===== config.mk =====
export PLATFORM = sky130hd
export DESIGN_NAME = pll_lane
export DESIGN_NICKNAME = d
export VERILOG_FILES = /design/src/hw/rtl/pll_pkg.sv /design/src/hw/rtl/pll_lane.sv
export SDC_FILE = /design/constraint.sdc
export NUM_CORES = 1
export LEC_CHECK = 0
export ABC_AREA = 1
export BUFFER_PORTS_ARGS = -buffer_cell sky130_fd_sc_hd__buf_4
export CORE_MARGIN = 2
export CORE_UTILIZATION = 60
export CTS_BUF_LIST = sky130_fd_sc_hd__clkbuf_2
export CTS_CLUSTER_DIAMETER = 100
export DETAILED_ROUTE_END_ITERATION = 10
export GPL_ROUTABILITY_DRIVEN = 0
export GPL_TIMING_DRIVEN = 0
export PLACE_DENSITY = 0.8
export SLEW_MARGIN = 20
export SYNTH_ARGS = -nofsm -noshare
export SYNTH_HDL_FRONTEND = slang
export SYNTH_SLANG_ARGS = --single-unit

===== constraint.sdc =====
create_clock -name clk -period 11.8 [get_ports clk]
set_clock_uncertainty 0.1 [all_clocks]
set_input_delay 1.77 -clock clk [delete_from_list [all_inputs] [get_ports clk]]
set_output_delay 1.77 -clock clk [all_outputs]
set_load 0.03 [all_outputs]

===== src/hw/rtl/pll_pkg.sv =====
// Shared constants, register codes and types for the peak limiter.
package pll_pkg;

  localparam int NUM_IN_CH        = 8;
  localparam int DEF_MAX_CHANNELS = 8;
  localparam int DEF_SAMPLE_BITS  = 24;

  localparam int CEIL_BITS     = 24;
  localparam int NCH_BITS      = 4;
  localparam int STEP_BITS     = 16;
  localparam int PEAK_BITS     = 24;
  localparam int CFG_DATA_BITS = 24;
  localparam int CFG_IDX_BITS  = 2;
  localparam int REPORT_BITS   = 2;

  localparam int FLOOR_DIV = 1000000;

  localparam logic [CFG_IDX_BITS-1:0] REG_ENABLED      = 2'd0;
  localparam logic [CFG_IDX_BITS-1:0] REG_CEILING      = 2'd1;
  localparam logic [CFG_IDX_BITS-1:0] REG_ACTIVE_CH    = 2'd2;
  localparam logic [CFG_IDX_BITS-1:0] REG_RELEASE_STEP = 2'd3;

  localparam logic [REPORT_BITS-1:0] REPORT_NONE = 2'd0;
  localparam logic [REPORT_BITS-1:0] REPORT_OUT  = 2'd1;
  localparam logic [REPORT_BITS-1:0] REPORT_BOTH = 2'd2;

  localparam logic                 RST_ENABLED      = 1'b1;
  localparam logic [CEIL_BITS-1:0] RST_CEILING      = 24'd8388608;
  localparam logic [NCH_BITS-1:0]  RST_ACTIVE_CH    = 4'd2;
  localparam logic [STEP_BITS-1:0] RST_RELEASE_STEP = 16'd671;

  typedef struct packed {
    logic load;
    logic mul_en;
  } lane_ctrl_t;

endpackage


===== src/hw/rtl/pll_lane.sv =====
// One channel lane: sample capture, magnitude, gain product and sign restore.
module pll_lane #(
  parameter int SAMPLE_BITS = pll_pkg::DEF_SAMPLE_BITS
) (
  input  logic                          clk,
  input  pll_pkg::lane_ctrl_t           ctrl,
  input  logic                          active,
  input  logic signed [SAMPLE_BITS-1:0] sample,
  input  logic [SAMPLE_BITS-1:0]        gain,
  output logic [SAMPLE_BITS-1:0]        mag,
  output logic [SAMPLE_BITS-1:0]        scaled,
  output logic signed [SAMPLE_BITS-1:0] result
);

  localparam int PROD_BITS = 2 * SAMPLE_BITS;

  logic signed [SAMPLE_BITS-1:0] smp;
  logic [SAMPLE_BITS-1:0]        smp_u;
  logic [PROD_BITS-1:0]          prod;

  always_ff @(posedge clk) begin
    if (ctrl.load) begin
      smp <= active ? sample : '0;
    end
    if (ctrl.mul_en) begin
      scaled <= prod[PROD_BITS-2 -: SAMPLE_BITS];
    end
  end

  assign smp_u  = smp;
  assign mag    = smp[SAMPLE_BITS-1] ? (~smp_u + 1'b1) : smp_u;
  assign prod   = PROD_BITS'(mag) * PROD_BITS'(gain);
  assign result = smp[SAMPLE_BITS-1] ? $signed(~scaled + 1'b1) : $signed(scaled);

endmodule


## Word level (Yosys, flattened, before mapping)

Index checks and enable logic that the tools add are counted.

- $add $sub $neg: 2
- Multipliers: 1
- Muxes and demuxes: 2
- Bitwise gates (word level): 2

Operator list:

| cell | number |
|---|---|
| 24-bit by 1-bit adder with 24-bit output (second input constant) | 2 |
| 24-bit 2-to-1 mux | 2 |
| 24-bit NOT | 2 |
| 24-bit by 24-bit multiplier with 47-bit output | 1 |

- Flip-flop bits (word level): 48
- Input port bits: 52

## Depth between registers and ports, before layout

- Depth after elaboration: 4
- Gate-level depth with buffers: 42
- Gate-level depth less buffers: 39

## Worst setup path after synthesis

Ideal clock, no wire load.

- Path type: input to register
- From: input gain[9]
- To: register scaled[11], data pin
- Arrival time: 7428 ps
- Required time: 11448 ps
- Setup slack: 4019 ps
- Stages on the path: 25
- Path buffers: 2
- Cell sequence: clkbuf_1 -> inv_1 -> clkbuf_1 -> nor2_1 -> fa_1 -> inv_1 -> fa_1 -> inv_1 -> fa_1 -> fa_1 -> fa_1 -> fa_1 -> inv_1 -> fa_1 -> inv_1 -> ha_1 -> a21oi_1 -> a21boi_0 -> o21ai_0 -> a21o_1 -> a21o_1 -> nand2_1 -> nand2_1 -> nand2_1 -> nand2_1

- Word-level cells in the longest chain between the ends: 1

Ends and longest elaborated chain:

| element | RTL line | source |
|---|---|---|
| from (decl) | pll_lane.sv:9 | `input logic [SAMPLE_BITS-1:0] gain,` |
| 24-bit by 24-bit multiplier with 47-bit output | pll_lane.sv:32 | `assign prod = PROD_BITS'(mag) * PROD_BITS'(gain);` |
| net prod[34] | pll_lane.sv:19 | `logic [PROD_BITS-1:0] prod;` |
| to (signal assigned) | pll_lane.sv:26 | `scaled <= prod[PROD_BITS-2 -: SAMPLE_BITS];` |
| to (decl) | pll_lane.sv:11 | `output logic [SAMPLE_BITS-1:0] scaled,` |

The timed path passes the listed nets, and every way through them passes these cells.
A chain may end at the register's enable or synchronous reset.

## Worst setup path in the final report

- From: register smp[0]
- To: register scaled[14], data pin

- Word-level cells in the longest chain between the ends: 4

Ends and longest elaborated chain:

| element | RTL line | source |
|---|---|---|
| from (decl) | pll_lane.sv:17 | `logic signed [SAMPLE_BITS-1:0] smp;` |
| from (signal assigned) | pll_lane.sv:23 | `smp <= active ? sample : '0;` |
| 24-bit NOT | pll_lane.sv:31 | `assign mag = smp[SAMPLE_BITS-1] ? (~smp_u + 1'b1) : smp_u;` |
| 24-bit by 1-bit adder with 24-bit output | pll_lane.sv:31 |  |
| 24-bit 2-to-1 mux * | pll_lane.sv:31 |  |
| 24-bit by 24-bit multiplier with 47-bit output * | pll_lane.sv:32 |  |
| net prod[37] | pll_lane.sv:19 |  |

Mark *: on every way through the listed nets, which the timed path passes. The rest lies on a longest branch.

==> results_dict.tcl <==
set metrics [dict create \
    run_status "finished clean" \
    grt_antenna_before_repair 2 \
    clk_latency_worst_skew_pair_ns 0.44 \
    via_count_of_the_first_global_routing_pass 19700 \
    ctsRootBufferMaster "sky130_fd_sc_hd__clkbuf_2" \
    nets 3535 \
    syn_area_per_cell_um2 7.92 \
    wl_per_cell_um 20.9 \
    area_growth_pct 6.92 \
    grt_pass1_wl_mm 108 \
    h-tree-depth 2 \
    synth_mux_area_share_pct 0 \
    ys_types 45 \
    core_region_area_um2 35500 \
    hold_viol_final 0 \
    io_pins 124 \
    synth_sequential_area_ratio_pct 6.69 \
    critical-path-slowest-cell "sky130_fd_sc_hd__clkbuf_1" \
    timing.critical_path.arrival_ns 9.96 \
    synth_compound_area_share_pct 4.13 \
    initial_utilization_pct 60.7 \
    finalCritPeriodShare_pct 83.6 \
    path_clk_slew_ns 0.23 \
    synthesis.area_um2 21500 \
    hp-class "reg -> reg" \
    synth_top_family_by_area "adder cells" \
    first_pass_iters 8 \
    drt.antenna.violating_nets 0 \
    synthSimpleGateAreaFrac_pct 18.2 \
    synth_xor_area_share_pct 1.90 \
    cp_common_cell "sky130_fd_sc_hd__inv_1" \
    postCtsSetupBuffers 0 \
    synth-edff-count 48 \
    numClockSinks 48 \
    final_setup_violation_count 0 \
    synth_most_common_cell "sky130_fd_sc_hd__inv_1" \
    drcViolationCount 0 \
    min_period_ns 9.87 \
    async_reset_ff_share_pct 0 \
    die_width_um 194 \
    synth_largest_type_area_fraction_pct 44.6 \
    post_cts_resized 0 \
    global_route.overflow_total 0 \
    via_count 19100 \
    critPathMaxFanout 11 \
    synth-main-ff-cell "sky130_fd_sc_hd__edfxtp_1" \
    multi_input_comb_area_um2 16900 \
    drt_iter0_markers 2034 \
    netlist.top_cell.by_area "sky130_fd_sc_hd__fa_1" \
    tns_ns 0 \
    worstSetupStartpointType "register" \
    ctsHoldBuffers 0 \
    timing_max_transition_violations_final 0 \
    rows 69 \
    cp.required_ns 11.90 \
    timing.fmax_mhz 101 \
    grt_start_max_net_pins 25 \
    chipHeight_um 194 \
    post_synth_main_area_contributors "sky130_fd_sc_hd__fa_1 (45%), sky130_fd_sc_hd__inv_1 (13%), sky130_fd_sc_hd__ha_1 (9.7%), sky130_fd_sc_hd__nand2_1 (8.5%), sky130_fd_sc_hd__nor2_1 (6.9%)" \
    cts_tree "done" \
    synth_adder_area_share_pct 54.3 \
    most_common_library_cells_after_synthesis "sky130_fd_sc_hd__inv_1 (727), sky130_fd_sc_hd__nand2_1 (487), sky130_fd_sc_hd__fa_1 (480)" \
    layout.area.seq_um2 1440 \
    track_usage_pct 37.6 \
    worstSetupPathType "reg -> reg" \
    clock_tree.buffer_depth 2 \
    crit_path_end_kind "register" \
    ys_warn_count 0 \
    post_synth_inst_count 2719 \
    yosys_register_bits 48 \
    portBuffers 110 \
    max_slew_margin_pct 18.8 \
    rsz0062_at_grt "no" \
    drive_above_1_share_pct 6.31 \
    vias_per_cell 5.78 \
    full_die_area_um2 37400 \
    synthesis.nets 3418 \
    cts_made_buffers 5 \
    tightestPinTransition_ns 1.22 \
    max_cap_violations 0 \
    fillCellCount 2863 \
    postRouteWirelength_mm 68.8 \
    hpwl_mm 58.4 \
    worst_path_largest_cell_delay_ns 0.77 \
]
==> cells in the final DEF (no fill, tap or decap), drive strengths merged, types with 48 or more instances in the layout <==
| cell | count |
|---|---|
| a21oi | 74 |
| buf | 141 |
| clkbuf | 71 |
| edfxtp | 48 |
| fa | 480 |
| ha | 167 |
| inv | 731 |
| nand2 | 501 |
| nand3 | 51 |
| nor2 | 397 |
| o21ai | 48 |
==> sequential cells by signal, indices dropped and copies added, names as in the netlist <==
signal,flops
smp,24
scaled,24
==> kinds of logic (layout without fill, tap and decap cells) <==
group                    Yosys count  count (layout)
AND/OR/NAND/NOR                  986             986
flip-flops                        48              48
buffers and inverters            835             952
XOR/XNOR                          45              45
other                              0               1
AO/OA/AOI/OAI                    158             158
adder cells (fa/ha/maj)          647             647
==> routing by layer <==
layer | routed length, um | share of wire, % | vias up | global-route usage [%]
met4 | 6060 | 8.8 | 0 | 24.9
met5 | 0 | 0 | - | 0
met1 | 23500 | 34 | 9255 | 47.7
li1 | - | - | 8061 | -
met2 | 30000 | 44 | 1386 | 57.5
met3 | 9180 | 13 | 348 | 9.57
==> final cells by class <==
class | count | share of cell area [%]
Multi-Input combinational cell | 1836 | 73.4
Timing Repair Buffer | 110 | 3.58
Clock inverter | 2 | 0.261
Sequential cell | 48 | 6.26
Buffer | 97 | 1.81
Tap cell | 461 | 2.50
Antenna cell | 1 | 0.0109
Clock buffer | 5 | 0.109
Inverter | 738 | 12.0
==> metrics by stage <==
stage	instances	setup slack [ns]	instance area, um^2	utilization [%]	hold slack, ns
floorplan	2719	4.02	21500	-	0.913
global placement	3290	2.55	22900	64.7	1.20
detailed placement	3290	2.45	22900	64.7	1.23
CTS	3297	2.42	23000	64.9	1.28
global route	3297	1.70	23000	64.9	1.38
finish	3298	1.93	23000	64.9	1.31
==> worst max-delay path: cells and delay by family, from the launching register on <==
kind / cells / cell delay [ns]
simple gates: 14 / 2.10
buf+inv: 13 / 2.78
fa+ha+maj: 9 / 4.22
flops: 1 / 0.43
==> path summary, 6_finish.rpt <==
check / startpoint / to / slack (ns) / cells after the start
setup reg to reg: smp[0] / scaled[14] / 1.93 / 36
setup / recovery: smp[0] / scaled[14] / 1.93 / 36
hold / removal: smp[0] / scaled[2] / 1.31 / 7
hold reg to reg: smp[0] / scaled[2] / 1.31 / 7
Power is left out: the tool's default activity adds up to more than one toggle a clock period on the data nets, which glitch-free logic cannot reach.
