==> src/hw/rtl/pll_pkg.sv <==
// Shared constants, register codes and types for the peak limiter.
package pll_pkg;

  localparam int NUM_IN_CH        = 8;
  localparam int DEF_MAX_CHANNELS = 8;
  localparam int DEF_SAMPLE_BITS  = 24;

  localparam int CEIL_BITS     = 24;
  localparam int NCH_BITS      = 4;
  localparam int STEP_BITS     = 16;
  localparam int PEAK_BITS     = 24;
  localparam int CFG_DATA_BITS = 24;
  localparam int CFG_IDX_BITS  = 2;
  localparam int REPORT_BITS   = 2;

  localparam int FLOOR_DIV = 1000000;

  localparam logic [CFG_IDX_BITS-1:0] REG_ENABLED      = 2'd0;
  localparam logic [CFG_IDX_BITS-1:0] REG_CEILING      = 2'd1;
  localparam logic [CFG_IDX_BITS-1:0] REG_ACTIVE_CH    = 2'd2;
  localparam logic [CFG_IDX_BITS-1:0] REG_RELEASE_STEP = 2'd3;

  localparam logic [REPORT_BITS-1:0] REPORT_NONE = 2'd0;
  localparam logic [REPORT_BITS-1:0] REPORT_OUT  = 2'd1;
  localparam logic [REPORT_BITS-1:0] REPORT_BOTH = 2'd2;

  localparam logic                 RST_ENABLED      = 1'b1;
  localparam logic [CEIL_BITS-1:0] RST_CEILING      = 24'd8388608;
  localparam logic [NCH_BITS-1:0]  RST_ACTIVE_CH    = 4'd2;
  localparam logic [STEP_BITS-1:0] RST_RELEASE_STEP = 16'd671;

  typedef struct packed {
    logic load;
    logic mul_en;
  } lane_ctrl_t;

endpackage

==> src/hw/rtl/pll_div.sv <==
// Restoring divider, one quotient bit per cycle, for dividend below divisor.
module pll_div #(
  parameter int SAMPLE_BITS = pll_pkg::DEF_SAMPLE_BITS
) (
  input  logic                   clk,
  input  logic                   rst,
  input  logic                   start,
  input  logic [SAMPLE_BITS-1:0] dividend,
  input  logic [SAMPLE_BITS-1:0] divisor,
  output logic                   done,
  output logic [SAMPLE_BITS-1:0] quotient
);

  localparam int STEPS    = SAMPLE_BITS - 1;
  localparam int CNT_BITS = $clog2(SAMPLE_BITS);

  logic                   running;
  logic [CNT_BITS-1:0]    cnt;
  logic [SAMPLE_BITS-1:0] rem;
  logic [SAMPLE_BITS:0]   shifted;
  logic [SAMPLE_BITS:0]   diff;
  logic                   ge;

  assign shifted = {rem, 1'b0};
  assign diff    = shifted - {1'b0, divisor};
  assign ge      = ~diff[SAMPLE_BITS];

  always_ff @(posedge clk) begin
    if (rst) begin
      running <= 1'b0;
      done    <= 1'b0;
      cnt     <= '0;
    end else begin
      done <= 1'b0;
      if (start) begin
        running <= 1'b1;
        cnt     <= CNT_BITS'(STEPS - 1);
      end else if (running) begin
        if (cnt == '0) begin
          running <= 1'b0;
          done    <= 1'b1;
        end else begin
          cnt <= cnt - 1'b1;
        end
      end
    end
  end

  always_ff @(posedge clk) begin
    if (start) begin
      rem      <= dividend;
      quotient <= '0;
    end else if (running) begin
      rem      <= ge ? diff[SAMPLE_BITS-1:0] : shifted[SAMPLE_BITS-1:0];
      quotient <= {quotient[SAMPLE_BITS-2:0], ge};
    end
  end

endmodule

==> config.mk <==
export PLATFORM = sky130hd
export DESIGN_NAME = pll_div
export DESIGN_NICKNAME = d
export VERILOG_FILES = /design/src/hw/rtl/pll_pkg.sv /design/src/hw/rtl/pll_div.sv
export SDC_FILE = /design/constraint.sdc
export NUM_CORES = 1
export LEC_CHECK = 0
export BUFFER_PORTS_ARGS = -buffer_cell sky130_fd_sc_hd__buf_2
export CORE_MARGIN = 2
export CORE_UTILIZATION = 30
export CTS_CLUSTER_SIZE = 24
export DETAILED_ROUTE_END_ITERATION = 7
export GPL_TIMING_DRIVEN = 0
export MAX_ROUTING_LAYER = met4
export PLACE_DENSITY = 0.6
export SETUP_SLACK_MARGIN = 0.02
export SYNTH_ARGS = -nofsm -noshare
export SYNTH_HDL_FRONTEND = slang
export SYNTH_SLANG_ARGS = --single-unit
==> constraint.sdc <==
create_clock -name clk -period 4 [get_ports clk]
set_clock_uncertainty 0.2 [all_clocks]
set_input_delay 0.6 -clock clk [delete_from_list [all_inputs] [get_ports clk]]
set_output_delay 0.6 -clock clk [all_outputs]
set_load 0.01 [all_outputs]
; Yosys cells after proc, flatten, opt, wreduce, memory -nomap -nowiden
; Index checks and enable logic that the tools add are counted.
[totals]
ff_bits = 55
input_bits = 51
output_inout_bits = 25
word_cells = 28
[classes]
add_sub_neg = 2
n_eq_ne = 1
mux = 10
bitwise = 3
reduce_logical = 6
[ops]
columns = operator, n
row1 = $mux 24, 3
row2 = $sub 25x24->25, 1
row3 = $mux 5, 3
row4 = $logic_not 5->1, 1
row5 = $sub 5x1->5 const B, 1
row6 = $mux 1, 4
row7 = $reduce_and 2->1, 2
row8 = $not 1->1, 3
row9 = $reduce_or 3->1, 1
row10 = $ne 2x2->1 const B, 1
row11 = $reduce_bool 2->1, 1
row12 = $reduce_or 2->1, 1

; Logic depth before layout (Yosys ltp)
; Gate-level depths: netlist of run 1.
[logic_depth]
word_depth = 4
mapped_depth = 13
depth_no_buf = 10

; Least setup slack after synthesis of run 1
; No wires, ideal clock.
[synth_timing]
path_type = input port to flip-flop
startpoint = in divisor[0]
endpoint = reg rem[11], data pin
setup_time_ns = 0.265
arrival_time_ns = 2.653
setup_slack_ns = 0.882
stages = 11
path_buffers = 2
path_cell_list = fa_1 > nand2b_1 > a21o_1 > a21oi_1 > o21ai_1 > a21o_1 > a311oi_2 > buf_6 > buf_12 > mux2i_1 > o21ai_1
[synth_via]
elab_chain_cells = 4
[synth_rtl]
columns = item, line_no
row1 = from (decl), pll_div.sv:9  ; input logic [SAMPLE_BITS-1:0] divisor,
row2 = $sub 25x24->25, pll_div.sv:25  ; assign diff = shifted - {1'b0, divisor};
row3 = $mux 24, pll_div.sv:54  ; rem <= ge ? diff[SAMPLE_BITS-1:0] : shifted[SAMPLE_BITS-1:0];
row4 = $mux 24, pll_div.sv:53  ; end else if (running) begin
row5 = $mux 24, pll_div.sv:50  ; if (start) begin
row6 = to (signal assigned), pll_div.sv:51  ; rem <= dividend;
row7 = to (signal assigned), pll_div.sv:54
row8 = to (decl), pll_div.sv:19  ; logic [SAMPLE_BITS-1:0] rem;
; Every way passes these cells. The select of a mux whose other input is x is not followed.
; A chain may end at the register's enable or synchronous reset.

; Worst setup path after layout of run 1
[layout_timing]
startpoint = in divisor[0]
endpoint = reg rem[20], data pin
; The elaborated chain is that of the path after synthesis.

==> results of run 1 <==
## cells in the final DEF, fill, tap and decap left out, types with 6 or more instances in the layout
cell type and instances:
xor2_1 6, clkbuf_16 6, inv_1 37, xnor2_1 16
nand2_1 40, o21ai_1 12, o21ai_0 17, nor2_1 46
o21a_1 6, buf_2 80, a21oi_1 26, dfxtp_1 31
a211oi_1 6, ha_1 25, mux2i_1 41, edfxtp_1 24
nor3_1 10, a21o_1 6, clkbuf_1 8, nand2b_1 6
## cell usage after synthesis (2+ instances only)
library cell / number / area (µm²)
nor2_1: 46 / 173
mux2i_1: 41 / 410
nand2_1: 40 / 150
inv_1: 37 / 139
dfxtp_1: 31 / 621
a21oi_1: 26 / 130
ha_1: 25 / 313
edfxtp_1: 24 / 721
o21ai_0: 17 / 85.1
xnor2_1: 16 / 140
o21ai_1: 12 / 60.1
nor3_1: 10 / 50.1
clkbuf_1: 8 / 30.0
a211oi_1: 6 / 45.0
a21o_1: 6 / 45.0
nand2b_1: 6 / 37.5
o21a_1: 6 / 45.0
xor2_1: 6 / 52.6
buf_2: 5 / 25.0
nand3_1: 5 / 25.0
nand4_1: 5 / 31.3
a31oi_1: 4 / 25.0
nor4_1: 4 / 25.0
o211ai_1: 4 / 30.0
and2_1: 3 / 18.8
buf_1: 3 / 11.3
o2111ai_1: 3 / 26.3
or2_2: 3 / 18.8
nor2b_1: 2 / 12.5
o311ai_0: 2 / 17.5
o311ai_1: 2 / 17.5
o31ai_1: 2 / 15.0
## state kept, by name, summed over array words and instances, names as in the netlist
name      flops
done          1
rem          24
running       1
quotient     24
cnt           5
## worst max-delay path, cell delays in order
cell and delay (ns):
buf_2 0.12, fa_1 0.45, nand2b_1 0.20, a21o_1 0.18
a21oi_1 0.25, o21ai_1 0.18, a21o_1 0.22, a311oi_2 0.31
buf_6 0.23, buf_12 0.17, mux2i_1 0.26, o21ai_1 0.09
## power breakdown
group	internal (µW)	switching, µW	total [µW]
clock network	278	226	504
logic	593	739	1330
registers	707	54.9	762
total	1580	1020	2600
## logic make-up after synthesis
group	count (synthesis)	share of synthesized area
compound gates	103	0.176
xor+xnor	22	0.0502
fa+ha+maj	26	0.0867
buf+inv	57	0.0646
flops	55	0.350
mux	43	0.114
simple gates	130	0.159
## per-layer routing
metal,track usage,up-vias,share of wire,wire length [µm]
met4,0.0329,0,0.011,108
li1,-,1722,-,-
met1,0.181,1567,0.45,4470
met2,0.262,86,0.48,4680
met3,0.0324,10,0.060,589
met5,-,-,0,0
## layout make-up
type | instances | area, µm² | share of cell area
clock inverters | 2 | 20.0 | 0.00435
diodes | 1 | 2.50 | 0.000544
well taps | 172 | 215 | 0.0468
multi-input cells | 324 | 2250 | 0.489
plain buffers | 19 | 105 | 0.0228
inverters | 38 | 143 | 0.0310
clock buffers | 6 | 150 | 0.0326
flip-flops and latches | 55 | 1340 | 0.292
repair buffers | 75 | 375 | 0.0816
## final timing paths
check / depth (start not counted) / start / end / slack (ns)
setup / recovery: 12 / divisor[0] / rem[20] / 0.57
hold / removal: 2 / quotient[23] / quotient[23] / 0.30
setup reg to reg: 12 / rem[0] / rem[20] / 0.63
hold reg to reg: 2 / quotient[23] / quotient[23] / 0.30
## metrics by stage
| stage | hold WS [ns] | worst slack [ns] | instances | area (µm²) | total power, µW |
|---|---|---|---|---|---|
| final | 0.302 | 0.570 | 692 | 4600 | 2600 |
| after global placement | 0.277 | 0.302 | 683 | 4430 | 2070 |
| after floorplan | 0.313 | 0.882 | 436 | 3840 | 1810 |
| after detailed placement | 0.282 | 0.271 | 683 | 4430 | 2100 |
| after CTS | 0.307 | 0.580 | 691 | 4600 | 2610 |
| after global routing | 0.351 | 0.404 | 692 | 4600 | 2780 |
==> flow_summary.yaml, run 1 <==
run_status:
  status: "completed"
floorplanning:
  die_w_um: 117
  core-area_um2: 12600
  dieHeight_um: 117
  initial_core_util: 0.305
  rows: 41
  die_area_um2: 13700
  ioPinCount: 76
min_path:
  hold_path_class: "flip-flop to flip-flop"
route:
  drtPass1Iterations: 5
  antenna_left: 0
  vias: 3385
  drtIter0Drc: 212
  drcViolationCount: 0
  viasPerCell: 4.89
  drt_wl_total_um: 9840
  drt-wirelength-per-cell_um: 14.2
cts:
  postCtsSetupBuffers: 0
  cts.sinks: 55
  clk_pin_slew_ns: 0.08
  clockBufferDepth: 2
  hold_buffers: 0
  cts_buffers: 5
  clock_latency_ns: 0.30
  cts_resized: 0
  cts_root_buffer: "clkbuf_16"
  htreeDepth: 2
  cts_tree: "built"
yosys:
  synthArstFlopShare: 0
  ys_ff_latch: 55
  yosysUniqueCellTypes: 58
  synth_seq_area_share: 0.350
  synth_edf_count: 24
  ys_dominant_reg_cell: "dfxtp_1"
  syn_area_per_cell_um2: 8.80
  syn_area_um2: 3840
  yosysWarnings: 0
  synth_cells: 436
  synth_fp_nets: 513
power_and_ir_drop:
  ir_drop_v: 0.000236
  power-per-cell-area_nw_per_um2: 565
  p_leak_uw: 0.00206
final_layout:
  area_growth_pct: 19.9
  final_util: 0.366
  nets: 595
  drive_gt1_frac: 0.197
  fill_cells: 1294
critical_path:
  start_kind: "input pin"
  cp-end-kind: "flip-flop"
  critPathMaxFanout: 10
  arrival_ns: 3.27
  critical_path_class: "input pin to flip-flop"
  required_ns: 3.84
global_routing:
  grt_pass1_vias: 3383
  antenna_found_initial: 1
  grtUsageTotal: 0.151
  grt_max_degree: 25
  grt_overflow: 0
  grt_pass1_wl_um: 15800
sta:
  tns_ns: 0
  period_share: 0.857
  worst_pin_slew_ns: 0.724
  drv_slew: 0
  period_needed_ns: 3.43
  hold_viol_final: 0
  rsz0062_at_grt: "no"
  slew_headroom: 0.513
  finalSetupViolations: 0
  max_freq_mhz: 292
placement:
  hpwl_um: 7560
  port_buffers: 75
  place_congestion: 0.875
flow_run:
  maxCapViolations: 0
(Power assumes the default switching activity.)
==> run 2, diff against run 1 <==
--- a/config.mk
+++ b/config.mk
@@ -8,11 +8,14 @@
 export BUFFER_PORTS_ARGS = -buffer_cell sky130_fd_sc_hd__buf_2
 export CORE_MARGIN = 2
 export CORE_UTILIZATION = 30
+export CTS_BUF_LIST = sky130_fd_sc_hd__clkbuf_2
 export CTS_CLUSTER_SIZE = 24
 export DETAILED_ROUTE_END_ITERATION = 7
 export GPL_TIMING_DRIVEN = 0
 export MAX_ROUTING_LAYER = met4
 export PLACE_DENSITY = 0.6
+export RECOVER_POWER = 50
+export REMOVE_ABC_BUFFERS = 1
 export SETUP_SLACK_MARGIN = 0.02
 export SYNTH_ARGS = -nofsm -noshare
 export SYNTH_HDL_FRONTEND = slang
==> run 2 against run 1 <==
Against the previous run:
- critical path type is now flip-flop to flip-flop
- sequential cell count unchanged
- critical path depth is 1 lower
- via count shrank 3.1%
- utilization down 1.7 points
- register-to-register slack got worse by 0.22 ns
- global-route usage is 1.2 points lower
- final area shrank 4.5%
==> flow_summary.yaml, run 2 (synthesized netlist as in run 1, its figures left out) <==
global_routing:
  antenna_found_initial: 0
  grtUsageTotal: 0.139
  grt_pass1_vias: 3229
  grt_max_degree: 78
  grt_overflow: 0
  grt_pass1_wl_um: 14900
cts:
  clk_pin_slew_ns: 0.36
  cts_tree: "built"
  clock_latency_ns: 0.51
  hold_buffers: 0
  postCtsSetupBuffers: 0
  cts_root_buffer: "clkbuf_2"
  cts.sinks: 55
  cts_resized: 0
  clockBufferDepth: 2
  htreeDepth: 2
  cts_buffers: 5
power_and_ir_drop:
  p_sw_frac: 0.420
  switchingPower_uw: 977
  clkPwrFrac: 0.118
  p_leak_uw: 0.00187
  power_frac_seq: 0.331
  ir_drop_v: 0.000170
  power-per-cell-area_nw_per_um2: 529
  p_total_uw: 2320
  combPwrFrac: 0.551
  p_int_uw: 1350
route:
  drt_wl_total_um: 8840
  drtIter0Drc: 112
  viasPerCell: 4.87
  drtPass1Iterations: 4
  drt-wirelength-per-cell_um: 13.1
  vias: 3280
  antenna_left: 0
  drcViolationCount: 0
sta:
  tns_ns: 0
  worst_pin_slew_ns: 1.42
  setup_slack_ns: 0.405
  finalSetupViolations: 0
  period_share: 0.899
  rsz0062_at_grt: "no"
  period_needed_ns: 3.59
  max_freq_mhz: 278
  slew_headroom: 0.0542
  hold_viol_final: 0
  drv_slew: 0
critical_path:
  critical_path_class: "flip-flop to flip-flop"
  arrival_ns: 3.76
  required_ns: 4.17
  start_kind: "flip-flop"
  critPathMaxFanout: 14
  cp-end-kind: "flip-flop"
placement:
  place_congestion: 0.844
  hpwl_um: 6540
  place_ws_ns: 0.0394
  port_buffers: 75
final_layout:
  top_regs: "quotient (24), rem (24), cnt (5)"
  area_growth_pct: 14.4
  mostFrequentLayoutCell: "buf_2"
  nets: 578
  diodes: 0
  drive_gt1_frac: 0.141
  fill_cells: 1360
  final_cell_mix: "49 x buf_2, 46 x nor2_1, 41 x mux2i_1, 40 x nand2_1, 37 x inv_1"
floorplanning:
  dieHeight_um: 117
  die_area_um2: 13700
  die_w_um: 117
  rows: 41
  initial_core_util: 0.305
  core-area_um2: 12600
  ioPinCount: 76
min_path:
  hold_path_class: "input pin to flip-flop"
run_status:
  status: "completed"
flow_run:
  maxCapViolations: 0
## run 2: cell count changes in the layout (fill, tap and decap cells not counted), sizes merged
cell	delta
diode	-1
clkinv	+1
clkbuf	+16
buf	-34
## run 2: metrics by stage
| step | area (µm²) | util | cells | hold WS (ns) |
|---|---|---|---|---|
| after floorplan | 3730 | - | 417 | 0.313 |
| after global placement | 4320 | 0.344 | 664 | 0.277 |
| after detailed placement | 4360 | 0.347 | 666 | 0.296 |
| after CTS | 4420 | 0.352 | 674 | 0.0411 |
| after global routing | 4390 | 0.349 | 674 | 0.0180 |
| final | 4390 | 0.349 | 674 | 0.0784 |
## run 2: final timing paths
check / start / to / slack (ns) / cells past startpoint
max: rem[0] / rem[1] / 0.41 / 11
min: rst / cnt[4] / 0.08 / 2
max reg2reg: rem[0] / rem[1] / 0.41 / 11
min reg2reg: quotient[4] / quotient[5] / 0.35 / 2
## run 2: final cells by class
cell class / count / area, µm² / area share
Clock buffer: 5 / 25.0 / 0.00570
Timing Repair Buffer: 77 / 377 / 0.0858
Clock inverter: 3 / 31.3 / 0.00712
Multi-Input combinational cell: 324 / 2260 / 0.515
Inverter: 38 / 143 / 0.0325
Sequential cell: 55 / 1340 / 0.305
Tap cell: 172 / 215 / 0.0490
## run 2: layer usage
layer | global-route usage | routed length [µm] | vias to the layer above
met3 | 0.0299 | 399 | 13
li1 | - | - | 1682
met5 | - | 0 | -
met2 | 0.223 | 3960 | 74
met1 | 0.183 | 4360 | 1511
met4 | 0.0290 | 124 | 0
## run 2: critical path, stage by stage (launching register included)
cell	delay [ns]
edfxtp_1	0.43
inv_1	0.07
fa_1	0.40
nand2b_1	0.20
a21o_1	0.18
a21oi_1	0.25
o21ai_1	0.18
a21o_1	0.23
a311oi_4	0.59
buf_8	0.27
mux2_4	0.33
o21ai_2	0.10
## run 2: power by group through the flow
stage	Sequential [µW]	Combinational [µW]	Clock, µW
global placement	775	1220	0
finish	770	1280	274
detailed placement	783	1280	0
CTS	771	1290	290
floorplan	763	993	0
global route	783	1430	311
