**config.mk**
```make
export PLATFORM = sky130hd
export DESIGN_NAME = pll_merge
export DESIGN_NICKNAME = d
export VERILOG_FILES = /design/src/hw/rtl/pll_pkg.sv /design/src/hw/rtl/pll_merge.sv
export SDC_FILE = /design/constraint.sdc
export NUM_CORES = 1
export LEC_CHECK = 0
export ABC_AREA = 1
export BUFFER_PORTS_ARGS = -buffer_cell sky130_fd_sc_hd__buf_2
export CAP_MARGIN = 20
export CORE_ASPECT_RATIO = 1.25
export CORE_MARGIN = 8
export CORE_UTILIZATION = 43
export DETAILED_ROUTE_END_ITERATION = 10
export PLACE_DENSITY = 0.71
export SYNTH_ARGS = -nofsm -noshare
export SYNTH_HDL_FRONTEND = slang
export SYNTH_SLANG_ARGS = --single-unit
export TNS_END_PERCENT = 10
```
**constraint.sdc**
```tcl
create_clock -name vclk -period 39.8
set_input_delay 7.96 -clock vclk [all_inputs]
set_output_delay 7.96 -clock vclk [all_outputs]
set_load 0.01 [all_outputs]
```
**src/hw/rtl/pll_pkg.sv**
```systemverilog
// Shared constants, register codes and types for the peak limiter.
package pll_pkg;

  localparam int NUM_IN_CH        = 8;
  localparam int DEF_MAX_CHANNELS = 8;
  localparam int DEF_SAMPLE_BITS  = 24;

  localparam int CEIL_BITS     = 24;
  localparam int NCH_BITS      = 4;
  localparam int STEP_BITS     = 16;
  localparam int PEAK_BITS     = 24;
  localparam int CFG_DATA_BITS = 24;
  localparam int CFG_IDX_BITS  = 2;
  localparam int REPORT_BITS   = 2;

  localparam int FLOOR_DIV = 1000000;

  localparam logic [CFG_IDX_BITS-1:0] REG_ENABLED      = 2'd0;
  localparam logic [CFG_IDX_BITS-1:0] REG_CEILING      = 2'd1;
  localparam logic [CFG_IDX_BITS-1:0] REG_ACTIVE_CH    = 2'd2;
  localparam logic [CFG_IDX_BITS-1:0] REG_RELEASE_STEP = 2'd3;

  localparam logic [REPORT_BITS-1:0] REPORT_NONE = 2'd0;
  localparam logic [REPORT_BITS-1:0] REPORT_OUT  = 2'd1;
  localparam logic [REPORT_BITS-1:0] REPORT_BOTH = 2'd2;

  localparam logic                 RST_ENABLED      = 1'b1;
  localparam logic [CEIL_BITS-1:0] RST_CEILING      = 24'd8388608;
  localparam logic [NCH_BITS-1:0]  RST_ACTIVE_CH    = 4'd2;
  localparam logic [STEP_BITS-1:0] RST_RELEASE_STEP = 16'd671;

  typedef struct packed {
    logic load;
    logic mul_en;
  } lane_ctrl_t;

endpackage

```
**src/hw/rtl/pll_merge.sv**
```systemverilog
// Largest of the lane values.
module pll_merge #(
  parameter int LANES = pll_pkg::DEF_MAX_CHANNELS,
  parameter int WIDTH = pll_pkg::DEF_SAMPLE_BITS
) (
  input  logic [WIDTH-1:0] vals [LANES],
  output logic [WIDTH-1:0] max_val
);

  always_comb begin
    max_val = '0;
    for (int k = 0; k < LANES; k++) begin
      if (vals[k] > max_val) begin
        max_val = vals[k];
      end
    end
  end

endmodule

```
After elaboration in Yosys (flattened, before gate mapping)

Cells that the tools add are included.

Word-level logic and storage cells: 16
Bits of input ports: 192
Register bits: 0

Order comparisons: 8
Multiplexer cells: 8

Operator list:

| cell                  | number |
|---|---|
| $mux W24              | 8 |
| $gt A24 B24 Y1        | 7 |
| $gt A24 B1 Y1 const B | 1 |

Logic depth before layout (Yosys ltp)

Gate-level depths: netlist (run 1).

Depth after elaboration: 16
Gate-level depth with buffers: 107
Gate-level depth less buffers: 96

Worst setup path before layout (run 1)

No wires, ideal clock.

Path kind: input to output
Start: input vals[183] in the netlist's numbering
End: output max_val[10]
Slack: 12.454 ns
Data arrival time: 19.386 ns
Path buffers: 11
Required time: 31.840 ns
Cell stages on the path: 82
Cell sequence: inv_1 -> ha_1 -> nand2_1 -> nor2_2 -> nand3_1 -> nor2_1 -> nand2_1 -> nand3_2 -> nand2_1 -> buf_4 -> clkbuf_1 -> nand2_1 -> o21ai_0 -> ha_1 -> nand4_1 -> nor3_1 -> nand3_1 -> nor4_1 -> (+46 left out) -> nand2_4 -> nand2_2 -> buf_6 -> nand2_1 -> nand2_1 -> ha_1 -> nand2_1 -> o21ai_0 -> a21o_1 -> a21oi_1 -> o21ai_0 -> a21oi_1 -> o21ai_0 -> nand2_1 -> inv_1 -> clkbuf_1 -> nand2_1 -> nand2_1

Cells in the longest elaborated chain, start to end: 16

Ends and longest elaborated chain:

| what           | line            | RTL |
|---|---|---|
| from (decl)    | pll_merge.sv:6  | `input logic [WIDTH-1:0] vals [LANES],` |
| $gt A24 B1 Y1  | pll_merge.sv:13 | `if (vals[k] > max_val) begin` |
| $mux W24 (*)   | pll_merge.sv:13 |  |
| $gt A24 B24 Y1 | pll_merge.sv:13 |  |
| $mux W24 (*)   | pll_merge.sv:13 |  |
| $gt A24 B24 Y1 | pll_merge.sv:13 |  |
| $mux W24 (*)   | pll_merge.sv:13 |  |
| $gt A24 B24 Y1 | pll_merge.sv:13 |  |
| $mux W24 (*)   | pll_merge.sv:13 |  |
| $gt A24 B24 Y1 | pll_merge.sv:13 |  |
| $mux W24 (*)   | pll_merge.sv:13 |  |
| $gt A24 B24 Y1 | pll_merge.sv:13 |  |
| $mux W24 (*)   | pll_merge.sv:13 |  |
| $gt A24 B24 Y1 | pll_merge.sv:13 |  |
| $mux W24 (*)   | pll_merge.sv:13 |  |
| $gt A24 B24 Y1 | pll_merge.sv:13 |  |
| $mux W24 (*)   | pll_merge.sv:13 |  |
| to (decl)      | pll_merge.sv:7  | `output logic [WIDTH-1:0] max_val` |

Every way passes the cells marked *; elsewhere a longest branch is shown, timed or not.

Worst setup path in the final report (run 1)

Start: input vals[163] in the netlist's numbering
End: output max_val[7]

Cells in the longest elaborated chain, start to end: 14

Ends and longest elaborated chain:

| what           | line |
|---|---|
| $gt A24 B24 Y1 | pll_merge.sv:13 |
| $mux W24 (*)   | pll_merge.sv:13 |
| $gt A24 B24 Y1 | pll_merge.sv:13 |
| $mux W24 (*)   | pll_merge.sv:13 |
| $gt A24 B24 Y1 | pll_merge.sv:13 |
| $mux W24 (*)   | pll_merge.sv:13 |
| $gt A24 B24 Y1 | pll_merge.sv:13 |
| $mux W24 (*)   | pll_merge.sv:13 |
| $gt A24 B24 Y1 | pll_merge.sv:13 |
| $mux W24 (*)   | pll_merge.sv:13 |
| $gt A24 B24 Y1 | pll_merge.sv:13 |
| $mux W24 (*)   | pll_merge.sv:13 |
| $gt A24 B24 Y1 | pll_merge.sv:13 |
| $mux W24 (*)   | pll_merge.sv:13 |

Marks and branches as above.

==> run summary, run 1 <==
The flow ran to the end, and the final reports show no timing, DRC or antenna violations. For this block, the initial DRC count from the detailed router was roughly 230. The total wire length after detailed routing came out at about 18000 um.

Setup violations remaining at the end of the flow were counted as 0. The fraction of final layout cells with drive strength greater than 1 came out at 0.1971. The number of detailed-route iterations in the first pass is 4. The library cell used most frequently in the layout, excluding fill and tap cells, is sky130_fd_sc_hd__nand2_1. The net switching share of the total power came out at 0.6258. The worst slack at placement is 8.446 ns.

After routing, the total negative slack on setup checks comes to 0 ns. The number of nets in the synthesized netlist is around 1400. The internal portion of the total power is a little under 200 uW.

The number of slew-limit violations in the final report was 0. The tool flagged a number of max-cap violations equal to 0. The worst setup path is of the primary input to output port kind. The met3 routing resource usage after global routing is 0.03182. The global placement routability congestion is roughly 0.9. The static leakage came out at 0.004412 uW.

Static timing analysis puts the maximum clock frequency at approximately 0.032 GHz. The number of cells on the critical path came out at 73. The average via count per standard cell is 4.925. Entering global routing, the biggest net connects between 40 and 50 pins. The end point of the critical path is max_val[7]. Summing all multi-input logic gate instances after layout gives roughly 0.0055 sq mm. The power density relative to cell area is a little over 70 mW/mm^2. The cell area after synthesis is between 0.006 and 0.007 sq mm.

The time the worst path needs with I/O delays and setup came out at roughly 31 ns. The final setup slack of the worst path is 8.563 ns. The total power draw came out at just over 500 uW. The number of buffer cells added on primary ports came out at around 220. The count of mapped cells out of synthesis came out at ~1100.

The placed wire-length estimate is approximately 17000 um. The clock tree buffer count of the final layout came out at 0. The post-cts sizing count came out at 0. Setup repair after global routing left no endpoint under its margin. Measured on the finished design, the core utilization comes to 0.5240.

The worst setup path is launched from a primary input. The number of standard-cell rows in the floorplan came out at 48. After the flow finishes, the layout carries non-filler instances totaling ~1400. The vertical die dimension came out at about 150 um. In this run the most critical hold path is launched from vals[0]. The total buffers and inverters traversed by the critical path came out at 8. The mean instance size in the synthesized netlist came out at about 5.7 sq um.

The number of global-route vias before repair was between 6000 and 7000. The cell family contributing the most delay on the critical path is simple AND/OR/NAND/NOR gates. The relative contribution of combinational cells to total power is 1.000. The maximum ir drop on the vdd rail came out at 0.06289 mV.

In the final design database the tool counted ~1600 nets. In this run the post-CTS setup repair buffer count came out at 0. The met1 global-route usage is 0.2103. The placeable core region is 0.01381 sq mm. The count of pins on the block boundary is 216.

The total placed cells including tap cells is roughly 1400. The worst setup path startpoint is vals[163]. The wire length of the first global-routing pass is roughly 30000 um. The capturing element type of the critical path is an output port. For this run, global-route usage on met2 was measured as 0.3717. The share of total power dissipated in the clock network is 0. The die covers 0.01825 sq mm. The overall fraction of global-route tracks in use came out at 0.1891. The largest individual stage delay along the critical path comes from the cell sky130_fd_sc_hd__nand2_1. The net switching power is about 320 uW.

The number of remaining DRC errors is 0. The portion of total power attributed to sequential cells came out at 0. Counting distinct cell types in the post-synthesis netlist gives 36.

The wire length per cell after detailed routing is between 10 and 15 um. The filler cell count in the final layout came out at about 1500. The via count came out at 7043. Global routing finished with a remaining overflow of 0. The share of the cycle needed by the critical path after routing came out at 0.7849. The number of hold violations in the final report was 0. The worst path arrival time is around 23 ns. The portion of the post-synthesis area used by sequential elements is 0.

The type of the tightest min-delay check is primary input to output port. The worst-margin pin slew is 0.7711 ns. Relative to the synthesized area, the layout overhead comes to 18.89%. The hold-fix buffer count after cts is 0. The post-route antenna net violation count came out at 0. Among the stages of the critical path, the cell type that occurs most often is sky130_fd_sc_hd__nand2_1. The width of the die is ~120 um.

The total of warnings raised by yosys is 0. met2 is the most crowded layer. The layout sequential cell count came out at 0.

The number of antenna violations at the first check in global routing was 6. The library cells used most frequently in the layout, excluding fill and tap cells, are sky130_fd_sc_hd__nand2_1 (354), sky130_fd_sc_hd__buf_2 (216), sky130_fd_sc_hd__ha_1 (159), sky130_fd_sc_hd__o21ai_0 (124), sky130_fd_sc_hd__inv_1 (117). The maximum fanout encountered on the critical timing path is between 40 and 50.

Summing all flip-flop and latch instances after layout gives 0 sq um. The initial core utilization came out at 0.4408. The max-slew headroom at the worst pin is 0.4847. The required time of the worst setup path is ~32 ns. The highest cell delay on the worst timing path came out at a little under 0.6 ns.
==> worst min path at each step <==
stage	depth (start not counted)	slack, ns	endpoint
2_1_floorplan	2	16.04	max_val[0]
5_1_grt	4	16.23	max_val[8]
4_1_cts	4	16.22	max_val[0]
6_report	4	16.22	max_val[0]
3_5_place_dp	4	16.22	max_val[0]
3_3_place_gp	4	16.22	max_val[0]
==> kinds of logic after synthesis <==
| group | Yosys count | synth area share |
|---|---|---|
| compound gates | 211 | 0.1876 |
| fa+ha+maj | 159 | 0.3268 |
| buf+inv | 159 | 0.1044 |
| simple gates | 541 | 0.3812 |
==> synthesized netlist by cell type, types with 2 or more instances <==
library cell,n,area share
sky130_fd_sc_hd__a21o_1,4,0.0049
sky130_fd_sc_hd__buf_6,4,0.0074
sky130_fd_sc_hd__ha_1,159,0.33
sky130_fd_sc_hd__nand3b_1,7,0.0086
sky130_fd_sc_hd__o21ai_0,124,0.10
sky130_fd_sc_hd__nand2_1,354,0.22
sky130_fd_sc_hd__a211oi_1,8,0.0099
sky130_fd_sc_hd__nand4_1,12,0.012
sky130_fd_sc_hd__o211ai_1,5,0.0062
sky130_fd_sc_hd__a21oi_1,56,0.046
sky130_fd_sc_hd__nor2_1,39,0.024
sky130_fd_sc_hd__inv_1,117,0.072
sky130_fd_sc_hd__inv_2,7,0.0043
sky130_fd_sc_hd__buf_2,4,0.0033
sky130_fd_sc_hd__nor3_1,8,0.0066
sky130_fd_sc_hd__nor4_1,6,0.0062
sky130_fd_sc_hd__o21a_1,3,0.0037
sky130_fd_sc_hd__nor2_2,3,0.0031
sky130_fd_sc_hd__nand3_1,92,0.076
sky130_fd_sc_hd__nand3_2,2,0.0033
sky130_fd_sc_hd__o21bai_1,4,0.0049
sky130_fd_sc_hd__a221oi_1,2,0.0029
sky130_fd_sc_hd__o221ai_1,2,0.0029
sky130_fd_sc_hd__clkbuf_1,26,0.016
sky130_fd_sc_hd__nand2_2,11,0.011
==> layout make-up <==
cell class	count	area share
multi-input combinational	911	0.7533
timing repair buffer	218	0.1514
antenna	2	0.0006914
tap	175	0.03025
inverter	124	0.06430
==> power groups by stage <==
| stage | clock [uW] | sequential [uW] | combinational (uW) |
|---|---|---|---|
| 2_1_floorplan | 0 | 0 | 389 |
| 3_3_place_gp | 0 | 0 | 513 |
| 3_5_place_dp | 0 | 0 | 520 |
| 4_1_cts | 0 | 0 | 521 |
| 5_1_grt | 0.00000674 | 0 | 603 |
| 6_report | 0.00000674 | 0 | 514 |
==> per-stage QoR <==
stage	hold slack, ns	area, sq um
final	16.22	7238
after global routing	16.23	7238
after CTS	16.22	7233
after detailed placement	16.22	7233
after global placement	16.22	7233
after floorplan	16.04	6088
==> worst min-delay path, cell delays in order <==
cell	delay, ns
sky130_fd_sc_hd__buf_2	0.08
sky130_fd_sc_hd__nand2_1	0.04
sky130_fd_sc_hd__nand2_1	0.05
sky130_fd_sc_hd__buf_2	0.12
==> layer usage <==
metal	up-vias	part of all wire
met3	19	0.068
li1	3985	-
met5	-	0.0023
met2	155	0.51
met4	8	0.011
met1	2876	0.41
Power figures use the tool's default switching activity.
==> run 2, diff against run 1 <==
Settings changed: PLACE_DENSITY 0.71 to 0.73.
Clock period 39.8 ns to 26.7 ns, I/O delays scaled along.
==> run 2 against run 1 <==
Power grew 51%. Critical path depth grew 2. Critical path type unchanged. Clock-buffer cell count is the same.
==> run summary, run 2 (synthesis gave the netlist of run 1 again) <==
Post-CTS timing repair inserted 0 buffers for setup. The met2 track demand over resource came out at 0.3793. The min-delay analysis places its worst path in the category primary input to output port.

The area of all sequential standard cells is 0 sq um. The share of the cycle needed by the critical path after routing came out at 0.9174. The number of remaining DRC errors is 0. The placed wire-length estimate came out at 16960 um. Setup violations remaining at the end of the flow were counted as 0. The library cell used most frequently in the layout, excluding fill and tap cells, is sky130_fd_sc_hd__nand2_1. The maximum ir drop on the vdd rail is roughly 0.12 mV. The worst-margin pin slew came out at about 0.6 ns. The synthesis-to-finish area growth came out at 19.73%.

In this run the count of I/O pins placed on the die edge is ~220. The via count came out at approximately 7000. The static leakage is around 0.0044 uW. The maximum fanout encountered on the critical timing path is between 40 and 50. STA classifies the critical path startpoint as a primary input. The most used cell along the critical path is sky130_fd_sc_hd__nand2_1. The average via count per standard cell came out at ~5. Fill cells in the final layout number roughly 1500. The wire length per cell after detailed routing came out at around 13 um. The setup TNS came out at 0 ns.

The total overflow left after global routing is 0. The post-route antenna net violation count came out at 0. The capturing element type of the critical path is an output port. The number of DRC violations after detailed-routing iteration 0 came out at approximately 300. The number of global-route vias before repair is 7048.

The time the worst path needs with I/O delays and setup came out at between 20 and 25 ns. The number of slew-limit violations in the final report is 0. The number of standard-cell rows in the floorplan is 48.

The total wire length after detailed routing came out at 18080 um. The number of standard cells in the layout, taps in and fillers out came out at around 1400. The maximum number of pins on one net before global-route repair came out at 48.

The count of buffers added on input and output ports is roughly 220. The worst path arrival time came out at 19.15 ns. The critical path in this run is classified as primary input to output port.

The power density relative to cell area is around 110 mW/mm^2. The floorplan step defined a die boundary enclosing 0.01825 sq mm. The required time of the worst setup path came out at about 21 ns. The most used routing layer in global routing is met2.

Post-CTS repair changed the size of 0 cells. The number of hold violations in the final report came out at 0. The width of the die is roughly 120 um. In the final layout, the share of cells above drive strength 1 is 0.2002. The number of detailed-route iterations in the first pass is 4.

The design has 0 sequential cells. At the end of routability-driven placement, the weighted congestion stood at between 0.8 and 0.9. The met3 routing resource usage after global routing is 0.02992. The placeable core region came out at approximately 0.014 sq mm. In this design, the stage delay of the slowest critical-path cell is 0.43 ns. The hold-fix buffer count after cts is 0.

The max-slew headroom at the worst pin came out at 0.5997. The vertical die dimension is between 100 and 150 um. The number of nets in the layout is 1607.

The number of antenna violations at the first check in global routing came to 6. Leaving out fill and tap cells, the most frequent cells in the layout are sky130_fd_sc_hd__nand2_1 (352), sky130_fd_sc_hd__buf_2 (216), sky130_fd_sc_hd__ha_1 (159), sky130_fd_sc_hd__o21ai_0 (124), sky130_fd_sc_hd__inv_1 (116). The clock tree buffer count of the final layout came out at 0. The number of max-capacitance violations reported came out at 0. Setup repair after global routing left no endpoint under its margin. The first global-routing pass estimated ~30000 um of wire. The initial core utilization came out at 0.4408. The total placed cells including tap cells came out at about 1400. For this run, global-route usage on met1 was measured as 0.2156.

For this design, the slowest cell found on the critical path is sky130_fd_sc_hd__nor4_1. For this run, the top clock speed supported by timing is between 0.04 and 0.05 GHz. The run finished with clean final reports. The overall fraction of global-route tracks in use is 0.1919.
-- run 2: worst max-delay path, delay by kind of cell --
kind	cells	cell delay [ns]
fa+ha+maj	7	2.28
buf+inv	8	1.35
simple gates	45	7.87
compound gates	15	2.28
-- run 2: layout make-up --
cell class                 count  area (sq um)  share of cell area
antenna                        3         7.507            0.001030
tap                          175         219.0             0.03004
multi-input combinational    911          5490              0.7532
inverter                     124         469.2             0.06437
timing repair buffer         219          1104              0.1514
-- run 2: layer usage --
layer / part of all wire / vias up
met4: 0.0083 / 8
met5: 0.0022 / -
li1: - / 3991
met1: 0.41 / 2999
met2: 0.51 / 150
met3: 0.065 / 16
-- run 2: path summary, 6_finish.rpt --
kind | slack, ns | cells after the start | start | endpoint
setup / recovery | 2.21 | 75 | vals[163] | max_val[16]
hold / removal | 10.98 | 4 | vals[14] | max_val[14]
-- run 2: where the power goes --
group,leakage [uW],switching [uW],internal (uW)
Sequential,0,0,0
Combinational,0.00441,484,292
Clock,0.0000000190,0,0.0000150
-- run 2: through the flow --
step | setup WS, ns | power, uW | hold slack, ns | cell area (sq um) | util
final | 2.206 | 776.3 | 10.98 | 7289 | 0.5277
after global routing | 0.1979 | 910.6 | 11.00 | 7287 | 0.5275
after CTS | 0.6695 | 782.8 | 10.98 | 7241 | 0.5242
after detailed placement | 0.6879 | 780.3 | 10.98 | 7241 | 0.5242
after global placement | 0.9807 | 766.3 | 10.98 | 7241 | 0.5242
after floorplan | 4.594 | 579.2 | 10.80 | 6088 | -
